## src/hdl/berld_pkg.sv

```systemverilog
`default_nettype none
package berld_pkg;

  // widest length field accepted by default
  localparam int LEN_BYTES_DEF = 8;

  // result kinds
  localparam logic [1:0] KIND_DATA    = 2'd0;
  localparam logic [1:0] KIND_EMPTY   = 2'd1;
  localparam logic [1:0] KIND_TOOLONG = 2'd2;

  // header byte fields
  localparam logic [7:0] HDR_LONG_FORM = 8'h80;
  localparam logic [7:0] HDR_LEN_MASK  = 8'h7f;

  typedef struct packed {
    logic       valid;
    logic [1:0] kind;
    logic [7:0] data;
    logic       last;
  } berld_result_t;

endpackage
`default_nettype wire

```

## src/hdl/berld_decode.sv

```systemverilog
`default_nettype none
module berld_decode #(
  parameter int LEN_BYTES = berld_pkg::LEN_BYTES_DEF
) (
  input  wire logic                  clk,
  input  wire logic                  rst_n,
  input  wire logic                  in_fire,
  input  wire logic [7:0]            in_byte,
  output berld_pkg::berld_result_t   res
);
  import berld_pkg::*;

  localparam int CNT_W = 8 * LEN_BYTES;
  localparam int LBL_W = $clog2(LEN_BYTES + 1);

  typedef enum logic [1:0] {
    PH_HEADER  = 2'd0,
    PH_LENGTH  = 2'd1,
    PH_PAYLOAD = 2'd2
  } phase_t;

  phase_t             phase_r, phase_nxt;
  logic [LBL_W-1:0]   lbl_r, lbl_nxt;
  logic [CNT_W-1:0]   cnt_r, cnt_nxt;
  logic [CNT_W-1:0]   cnt_shift, cnt_dec;
  logic [LBL_W-1:0]   lbl_dec;
  logic [6:0]         hdr_n;

  assign cnt_shift = (cnt_r << 8) | CNT_W'(in_byte);
  assign cnt_dec   = cnt_r - CNT_W'(1);
  assign lbl_dec   = lbl_r - LBL_W'(1);
  assign hdr_n     = 7'(in_byte & HDR_LEN_MASK);

  always_comb begin
    phase_nxt = phase_r;
    lbl_nxt   = lbl_r;
    cnt_nxt   = cnt_r;
    res       = '0;
    case (phase_r)
      PH_LENGTH: begin
        cnt_nxt = cnt_shift;
        lbl_nxt = lbl_dec;
        if (lbl_dec == '0) begin
          if (cnt_shift == '0) begin
            phase_nxt = PH_HEADER;
            res.valid = 1'b1;
            res.kind  = KIND_EMPTY;
            res.last  = 1'b1;
          end else begin
            phase_nxt = PH_PAYLOAD;
          end
        end
      end
      PH_PAYLOAD: begin
        cnt_nxt   = cnt_dec;
        res.valid = 1'b1;
        res.kind  = KIND_DATA;
        res.data  = in_byte;
        if (cnt_dec == '0) begin
          phase_nxt = PH_HEADER;
          res.last  = 1'b1;
        end
      end
      default: begin
        // header byte, also recovers from the unused phase code
        phase_nxt = PH_HEADER;
        lbl_nxt   = '0;
        cnt_nxt   = '0;
        if ((in_byte & HDR_LONG_FORM) == 8'h00) begin
          if (in_byte == 8'h00) begin
            res.valid = 1'b1;
            res.kind  = KIND_EMPTY;
            res.last  = 1'b1;
          end else begin
            cnt_nxt   = CNT_W'(in_byte);
            phase_nxt = PH_PAYLOAD;
          end
        end else if (hdr_n > 7'(LEN_BYTES)) begin
          res.valid = 1'b1;
          res.kind  = KIND_TOOLONG;
        end else if (hdr_n == 7'd0) begin
          res.valid = 1'b1;
          res.kind  = KIND_EMPTY;
          res.last  = 1'b1;
        end else begin
          lbl_nxt   = LBL_W'(hdr_n);
          phase_nxt = PH_LENGTH;
        end
      end
    endcase
  end

  always_ff @(posedge clk) begin
    if (!rst_n) begin
      phase_r <= PH_HEADER;
      lbl_r   <= '0;
      cnt_r   <= '0;
    end else if (in_fire) begin
      phase_r <= phase_nxt;
      lbl_r   <= lbl_nxt;
      cnt_r   <= cnt_nxt;
    end
  end

endmodule
`default_nettype wire

```

## src/hdl/berld_outreg.sv

```systemverilog
`default_nettype none
module berld_outreg (
  input  wire logic                  clk,
  input  wire logic                  rst_n,
  input  wire logic                  load,
  input  wire berld_pkg::berld_result_t res,
  input  wire logic                  out_stall,
  output logic                       out_valid,
  output logic [1:0]                 out_kind,
  output logic [7:0]                 out_byte,
  output logic                       out_last
);
  import berld_pkg::*;

  logic          valid_r, valid_nxt;
  berld_result_t res_r;

  // a new beat replaces the held one; otherwise a taken beat empties the slot
  always_comb begin
    valid_nxt = valid_r;
    if (load) begin
      valid_nxt = res.valid;
    end else if (!out_stall) begin
      valid_nxt = 1'b0;
    end
  end

  always_ff @(posedge clk) begin
    if (!rst_n) begin
      valid_r <= 1'b0;
    end else begin
      valid_r <= valid_nxt;
    end
    if (load && res.valid) begin
      res_r <= res;
    end
  end

  assign out_valid = valid_r;
  assign out_kind  = res_r.kind;
  assign out_byte  = res_r.data;
  assign out_last  = res_r.last;

endmodule
`default_nettype wire

```

## src/hdl/ber_length_deframer.sv

```systemverilog
// ber_length_deframer: splits a stream of length-prefixed messages into beats
// input channel: one stream byte per beat (in_valid / in_stall / in_byte),
//   header bytes in short form (below 0x80) or long form (0x80 + n, then n
//   big-endian length bytes), followed by that many payload bytes
// output channel: at most one beat per input beat (out_valid / out_stall)
//   out_kind data with the payload byte in out_byte and out_last on the
//   final byte, empty for a zero-length message (out_last set), or too long
//   when n exceeds LEN_BYTES; header and length bytes otherwise give nothing
// timing: a result is registered in the cycle after the input beat causing it
// throughput: one input beat per cycle while in_stall is low; the header
//   decode, length shift and payload count decrement are all combinational
//   ahead of the output register
// stall: the output register holds its beat while out_stall is high; the
//   input is stalled only while that register is full and stalled, so a
//   taken beat is replaced in the same cycle
// reset: rst_n low empties the output register and returns the deframer
//   to waiting for a header with a cleared count
`default_nettype none
module ber_length_deframer #(
  parameter int LEN_BYTES = berld_pkg::LEN_BYTES_DEF
) (
  input  wire logic       clk,
  input  wire logic       rst_n,
  input  wire logic       in_valid,
  output logic            in_stall,
  input  wire logic [7:0] in_byte,
  output logic            out_valid,
  input  wire logic       out_stall,
  output logic [1:0]      out_kind,
  output logic [7:0]      out_byte,
  output logic            out_last
);
  import berld_pkg::*;

  logic          in_fire;
  berld_result_t res;

  // the only back-pressure: a full output register that is not being taken
  assign in_stall = out_valid && out_stall;
  assign in_fire  = in_valid && !in_stall;

  // header, length and payload tracking
  berld_decode #(
    .LEN_BYTES (LEN_BYTES)
  ) u_decode (
    .clk     (clk),
    .rst_n   (rst_n),
    .in_fire (in_fire),
    .in_byte (in_byte),
    .res     (res)
  );

  // result register towards the receiver
  berld_outreg u_outreg (
    .clk       (clk),
    .rst_n     (rst_n),
    .load      (in_fire),
    .res       (res),
    .out_stall (out_stall),
    .out_valid (out_valid),
    .out_kind  (out_kind),
    .out_byte  (out_byte),
    .out_last  (out_last)
  );

  // only payload beats carry a byte
  a_byte_only_data: assert property (@(posedge clk) disable iff (!rst_n)
    (out_valid && out_kind != KIND_DATA) |-> (out_byte == 8'h00))
    else $error("non-data beat carries a byte");

  // an empty message always ends the message, an error never does
  a_empty_last: assert property (@(posedge clk) disable iff (!rst_n)
    (out_valid && out_kind == KIND_EMPTY) |-> out_last)
    else $error("empty message beat without last");

  a_toolong_not_last: assert property (@(posedge clk) disable iff (!rst_n)
    (out_valid && out_kind == KIND_TOOLONG) |-> !out_last)
    else $error("length error beat marked last");

  // the spare kind code never leaves the block
  a_kind_legal: assert property (@(posedge clk) disable iff (!rst_n)
    out_valid |-> (out_kind == KIND_DATA || out_kind == KIND_EMPTY ||
                   out_kind == KIND_TOOLONG))
    else $error("illegal result kind");

  // the input is never stalled while the output register is empty
  a_no_stall_when_empty: assert property (@(posedge clk) disable iff (!rst_n)
    !out_valid |-> !in_stall)
    else $error("input stalled with empty output register");

endmodule
`default_nettype wire
```

## config.mk

```make
export PLATFORM = sky130hd
export DESIGN_NAME = ber_length_deframer
export DESIGN_NICKNAME = d
export VERILOG_FILES = /design/src/hdl/berld_pkg.sv /design/src/hdl/berld_decode.sv /design/src/hdl/berld_outreg.sv /design/src/hdl/ber_length_deframer.sv
export SDC_FILE = /design/constraint.sdc
export NUM_CORES = 1
export LEC_CHECK = 0
export ABC_AREA = 1
export BUFFER_PORTS_ARGS = -buffer_cell sky130_fd_sc_hd__buf_2
export CORE_ASPECT_RATIO = 0.8
export CORE_UTILIZATION = 52
export DETAILED_ROUTE_END_ITERATION = 8
export MAX_ROUTING_LAYER = met4
export PLACE_DENSITY = 0.65
export SYNTH_ARGS = -nofsm -noshare
export SYNTH_HDL_FRONTEND = slang
export SYNTH_SLANG_ARGS = --single-unit
```

## constraint.sdc

```tcl
create_clock -name clk -period 2.63 [get_ports clk]
set_input_delay 0.263 -clock clk [delete_from_list [all_inputs] [get_ports clk]]
set_output_delay 0.263 -clock clk [all_outputs]
set_load 0.005 [all_outputs]
```

==> results.py, run 1 <==
metrics = {
    "clock_tree": {
        "path_clk_slew_ns": 0.06,
        "cts_hold_repair.buffers": 0,
        "htree_num_levels": 3,
        "clock_path_buffers": 2,
        "cts_tree": "yes",
        "cts-root-buf": "clkbuf_16",
        "cts.sink_count": 82,
        "cts_made_buffers": 9,
        "clk_latency_ns": 0.35,
    },
    "synthesis": {
        "syn_area_sq_um": 6360,
        "synth-edff-count": 11,
        "ys.flop_type": "dfxtp_1",
        "synthArstFlopShare": 0,
        "synth_most_common_cell": "nand2_1",
        "syn_area_per_cell_sq_um": 5.78,
        "yosysWarningCount": 0,
        "yosys-top-cells-area": "nand2_1 (23%), dfxtp_1 (22%), nor2_1 (10%), inv_1 (7.0%), a21oi_1 (5.3%)",
        "synthDistinctLibCells": 38,
        "seq_area_frac_synth": 0.275,
        "syn-num-nets": 1119,
        "netlist_instances": 1100,
        "synth_top_area_cell": "nand2_1",
        "synth_top_cell_area_share": 0.230,
        "netlist_top_cells_count": "nand2_1 (389), nor2_1 (174), inv_1 (118), dfxtp_1 (71), a21oi_1 (67)",
        "synth-seq-cells": 82,
    },
    "routing": {
        "postRouteAntennaNets": 0,
        "drt-total-wl_um": 23000,
        "dr.pass1.iters": 9,
        "wire_per_inst_um": 17.9,
        "num_vias": 7395,
        "post-route-drc-count": 6,
        "vias_per_cell": 5.75,
        "drtIter0Drc": 930,
    },
    "floorplan": {
        "core_area_sq_um": 11700,
        "die_y_um": 101,
        "chipWidth_um": 126,
        "rows": 35,
        "io_pins": 25,
        "start_util": 0.544,
        "design.die.area_sq_um": 12700,
    },
    "timing": {
        "finalClockSkew_ns": 0.0126,
        "fin_crit_sh": 0.942,
        "drv_slew": 0,
        "setup_tns_ns": 0,
        "period_needed_ns": 2.48,
        "slew_headroom": 0.552,
        "fmax_mhz": 403,
        "finalHoldViolations": 0,
        "tightest_slew_ns": 0.671,
        "setup_violations": 0,
        "hold_ws_ns": 0.205,
    },
    "grt": {
        "grtUsageTotal": 0.385,
        "antenna_found_initial": 0,
        "grt_pass1_vias": 6404,
        "grt_start_max_net_pins": 49,
        "grt_pass1_wl_um": 35700,
        "grt_overflow_total": 0,
    },
    "finish": {
        "stdcell_area_sq_um": 7160,
        "nFillCells": 1195,
        "area_growth_pct": 12.7,
        "n_antenna_cell": 0,
        "drive_gt1_frac": 0.120,
        "layout.nets": 1151,
    },
    "setup_path": {
        "crit_chain": "nor2_1 > nand2_2 > nor2_8 > nand2_4 > nor2_4 > buf_12 > nand3_1 > nand2_1 > nand2_1 > nor2_1 > nand2_1 > nor2_1 > nand3_1 > nand2_1 > nand2_2 > nor2_1 > nor2_1",
        "start_kind": "register",
        "required_ns": 2.87,
        "max_stage_delay_ns": 0.36,
        "critPathMaxFanout": 6,
        "cp_slowest_cell": "dfxtp_1",
        "criticalPathCategory": "register to register",
        "cp.arrival_ns": 2.72,
        "crit_top_cell": "nor2_1",
        "end_kind": "register",
    },
    "run_status": {
        "violations": "DRC",
        "status": "finished, violations left",
    },
    "hold_path": {
        "hp-class": "primary input to register",
    },
    "placed_design": {
        "hpwl_um": 17700,
        "portBuffers": 24,
        "place_area_sq_um": 6780,
        "gp_congestion": 0.998,
    },
    "power": {
        "vdd_ir_drop_max_mv": 0.389,
        "power_mw": 4.86,
        "leakage_nw": 3.42,
        "power_density_nw_per_um2": 678,
    },
    "job": {
        "cap_violations": 0,
    },
}
## stage by stage
step | cells | worst slack, ns | util
CTS | 1282 | 0.0568 | 0.602
global placement | 1266 | 0.126 | 0.580
floorplan | 1100 | 0.434 | -
global route | 1285 | -0.00586 | 0.613
finish | 1285 | 0.151 | 0.613
detailed placement | 1266 | 0.0730 | 0.580
## registers in the layout, summed over array words and instances (netlist names)
signal and flops:
u_outreg.out_last 1, u_outreg.out_valid 1, u_outreg.out_byte 8, u_decode.phase_r 2
u_decode.lbl_r 4, u_outreg.out_kind 2, u_decode.cnt_r 64
## power breakdown
part	internal [mW]	total, mW	leakage [nW]	switching, mW
Sequential	1.34	1.39	0.681	0.0490
Combinational	0.701	2.28	2.61	1.58
Clock	0.637	1.18	0.121	0.545
## repair_timing
action                     4_1_cts  5_1_grt
setup endpoints to repair        0       14
resized for setup                0       32
buffers inserted                 0        3
## final cells by class
class | count | area [sq um] | share of cell area
Timing Repair Buffer | 54 | 383 | 0.0534
Clock buffer | 11 | 233 | 0.0325
Multi-Input combinational cell | 861 | 4120 | 0.574
Sequential cell | 82 | 1750 | 0.244
Inverter | 124 | 465 | 0.0650
Clock inverter | 5 | 31.3 | 0.00437
Tap cell | 148 | 185 | 0.0258
## cell families after synthesis
family,synth area share
simple gates,0.455
buf+inv,0.0929
compound gates,0.137
flops,0.275
xor+xnor,0.0260
fa+ha+maj,0.0138
## worst max-delay path: cells and delay by family, from the launching register on
| family | cells | cell delay (ns) |
|---|---|---|
| buffers and inverters | 1 | 0.13 |
| DFF | 1 | 0.36 |
| and+or+nand+nor | 16 | 1.89 |
## layer usage
metal	up-vias	share of wire	track usage
met5	-	0	-
met4	0	0.011	0.0553
met3	31	0.15	0.109
met2	439	0.37	0.510
met1	3344	0.47	0.574
li1	3581	-	-
## cells in the final DEF (no fill, tap or decap), types with 4 or more instances in the layout
| master | Yosys | final |
|---|---|---|
| buf_4 | 0 | 27 |
| nand3_1 | 46 | 45 |
| o21ai_0 | 26 | 26 |
| nand2_4 | 5 | 5 |
| nand2_2 | 5 | 10 |
| nand2_1 | 389 | 384 |
| ha_1 | 7 | 6 |
| nor2_1 | 174 | 151 |
| xor2_1 | 16 | 16 |
| nand4_1 | 17 | 17 |
| inv_2 | 6 | 7 |
| o22ai_1 | 42 | 42 |
| inv_1 | 118 | 117 |
| a21oi_1 | 67 | 67 |
| clkbuf_16 | 0 | 9 |
| edfxtp_1 | 11 | 11 |
| nand3b_1 | 4 | 4 |
| nor2_2 | 9 | 29 |
| o211ai_1 | 4 | 4 |
| nor2_4 | 10 | 13 |
| dfxtp_1 | 71 | 71 |
| nor3_1 | 11 | 11 |
| and2_1 | 5 | 5 |
| buf_2 | 1 | 24 |
## worst paths after layout
path,end,cells after the start,slack (ns),startpoint
setup / recovery,u_decode.phase_r[1]$_SDFFE_PN0P_,17,0.15,u_decode.cnt_r[4]$_SDFFE_PN0P_
hold / removal,u_outreg.out_byte[4]$_SDFFCE_PN0P_,3,0.21,in_byte[4]
setup reg to reg,u_decode.phase_r[1]$_SDFFE_PN0P_,17,0.15,u_decode.cnt_r[4]$_SDFFE_PN0P_
hold reg to reg,u_decode.cnt_r[62]$_SDFFE_PN0P_,2,0.49,u_decode.cnt_r[62]$_SDFFE_PN0P_
No activity file was read; power rests on OpenSTA's default activity.
==> run 2, diff against run 1 <==
--- a/config.mk
+++ b/config.mk
@@ -14,2 +14,3 @@
 export PLACE_DENSITY = 0.65
+export SLEW_MARGIN = 10
 export SYNTH_ARGS = -nofsm -noshare
==> constraint.sdc (replaced) <==
create_clock -name clk -period 2.6 [get_ports clk]
set_input_delay 0.26 -clock clk [delete_from_list [all_inputs] [get_ports clk]]
set_output_delay 0.26 -clock clk [all_outputs]
set_load 0.02 [all_outputs]
==> run 2 against run 1 <==
The flow still finishes with violations (DRC). Clock skew about the same. Sequential cell count unchanged. Die area is the same. Final area up 0.30%. Global-route usage fell by 1.5 points. Register-to-register slack got worse by 0.03 ns. Clock-buffer cell count down 2. Sequential share of layout area is 0.055 points lower. Critical path depth shrank 1. First-iteration DRC count decreased by 16%.
==> results.py, run 2 (synthesized netlist as in run 1, its figures left out) <==
metrics = {
    "grt": {
        "grt_start_max_net_pins": 58,
        "grtUsageTotal": 0.370,
        "grt_pass1_vias": 6279,
        "grt_pass1_wl_um": 34600,
        "grt_overflow_total": 0,
        "antenna_found_initial": 0,
    },
    "clock_tree": {
        "cts_made_buffers": 9,
        "cts-root-buf": "clkbuf_16",
        "clk_latency_ns": 0.35,
        "path_clk_slew_ns": 0.07,
        "htree_num_levels": 3,
        "cts_tree": "yes",
        "cts.sink_count": 82,
        "clock_path_buffers": 2,
        "cts_hold_repair.buffers": 0,
    },
    "finish": {
        "drive_gt1_frac": 0.124,
        "largest_reg_flops": 64,
        "n_antenna_cell": 0,
        "layout_commonest_cell": "nand2_1",
        "top_register": "u_decode.cnt_r",
        "layout_common_cells": "nand2_1 (382), nor2_1 (150), inv_1 (117)",
        "area_growth_pct": 13.0,
        "layout.nets": 1147,
    },
    "run_status": {
        "violations": "DRC",
        "status": "finished, violations left",
    },
    "power": {
        "leakage_nw": 3.41,
        "vdd_ir_drop_max_mv": 0.358,
        "power_density_nw_per_um2": 699,
        "power_mw": 5.02,
    },
    "routing": {
        "vias_per_cell": 5.64,
        "post-route-drc-count": 5,
        "drtIter0Drc": 784,
        "wire_per_inst_um": 17.1,
        "num_vias": 7222,
        "dr.pass1.iters": 9,
        "drt-total-wl_um": 22000,
        "postRouteAntennaNets": 0,
    },
    "timing": {
        "period_needed_ns": 2.48,
        "slew_headroom": 0.640,
        "finalHoldViolations": 0,
        "fin_crit_sh": 0.953,
        "rsz0062_at_grt": "true",
        "drv_slew": 0,
        "finalClockSkew_ns": 0.0131,
        "tightest_slew_ns": 0.538,
        "fmax_mhz": 404,
        "setup_violations": 0,
        "hold_ws_ns": 0.203,
    },
    "placed_design": {
        "portBuffers": 24,
        "gp_congestion": 1.02,
        "hpwl_um": 17000,
    },
    "setup_path": {
        "critPathMaxFanout": 7,
        "criticalPathCategory": "register to register",
        "start_kind": "register",
        "required_ns": 2.84,
        "cp.arrival_ns": 2.72,
        "end_kind": "register",
    },
    "hold_path": {
        "hp-class": "primary input to register",
    },
    "floorplan": {
        "core_area_sq_um": 11700,
        "rows": 35,
        "io_pins": 25,
        "chipWidth_um": 126,
        "design.die.area_sq_um": 12700,
        "die_y_um": 101,
        "start_util": 0.544,
    },
    "job": {
        "cap_violations": 0,
    },
}
[run 2: final timing paths]
path | slack [ns] | end | depth (start not counted) | from
setup / recovery | 0.12 | u_decode.phase_r[0]$_SDFFE_PN0P_ | 16 | u_decode.cnt_r[24]$_SDFFE_PN0P_
hold / removal | 0.20 | u_outreg.out_byte[4]$_SDFFCE_PN0P_ | 3 | in_byte[4]
setup reg to reg | 0.12 | u_decode.phase_r[0]$_SDFFE_PN0P_ | 16 | u_decode.cnt_r[24]$_SDFFE_PN0P_
hold reg to reg | 0.49 | u_decode.cnt_r[62]$_SDFFE_PN0P_ | 2 | u_decode.cnt_r[62]$_SDFFE_PN0P_
[run 2: timing repair]
action	CTS	global route
resized for setup	0	38
buffers inserted	0	4
endpoints found under the setup margin	0	14
[run 2: where the power goes]
group	switching, mW	internal, mW
clock network	0.574	0.753
logic	1.59	0.691
registers	0.0501	1.36
total	2.22	2.80
[run 2: area by class of cell]
class	instances	area, sq um
Timing Repair Buffer	50	353
Clock inverter	7	76.3
Inverter	124	465
Tap cell	148	185
Fill cell	1190	4510
Multi-Input combinational cell	861	4130
Clock buffer	9	225
Sequential cell	82	1750
[run 2: routing by layer]
layer / GRT usage / wire length (um)
met2: 0.485 / 8230
met5: - / 0
met3: 0.0908 / 2900
met1: 0.555 / 10500
met4: 0.0769 / 325
[run 2: metrics by stage]
step           std cells   util  TNS, ns  setup WS [ns]  cell area, sq um
4_1_cts             1277  0.603        0         0.0728              7050
3_5_place_dp        1261  0.577        0          0.118              6750
6_report            1281  0.615        0          0.123              7190
3_3_place_gp        1261  0.577        0          0.110              6750
5_1_grt             1281  0.615  -0.0368        -0.0320              7190
2_1_floorplan       1100      -        0          0.404              6360
[run 2: worst max-delay path, stage by stage, from the launching register on]
cell and delay (ns):
dfxtp_1 0.38, nor2_1 0.16, nand2_1 0.09, nor2_1 0.28, nand2_1 0.17, nor2_4 0.19
nand4_1 0.11, nand2_1 0.21, nand2_1 0.08, nor2_1 0.10, nand2_1 0.06, nor2_1 0.09
nand3_1 0.10, nand2_1 0.09, nand2_2 0.08, nor2_1 0.11, nor2_1 0.06
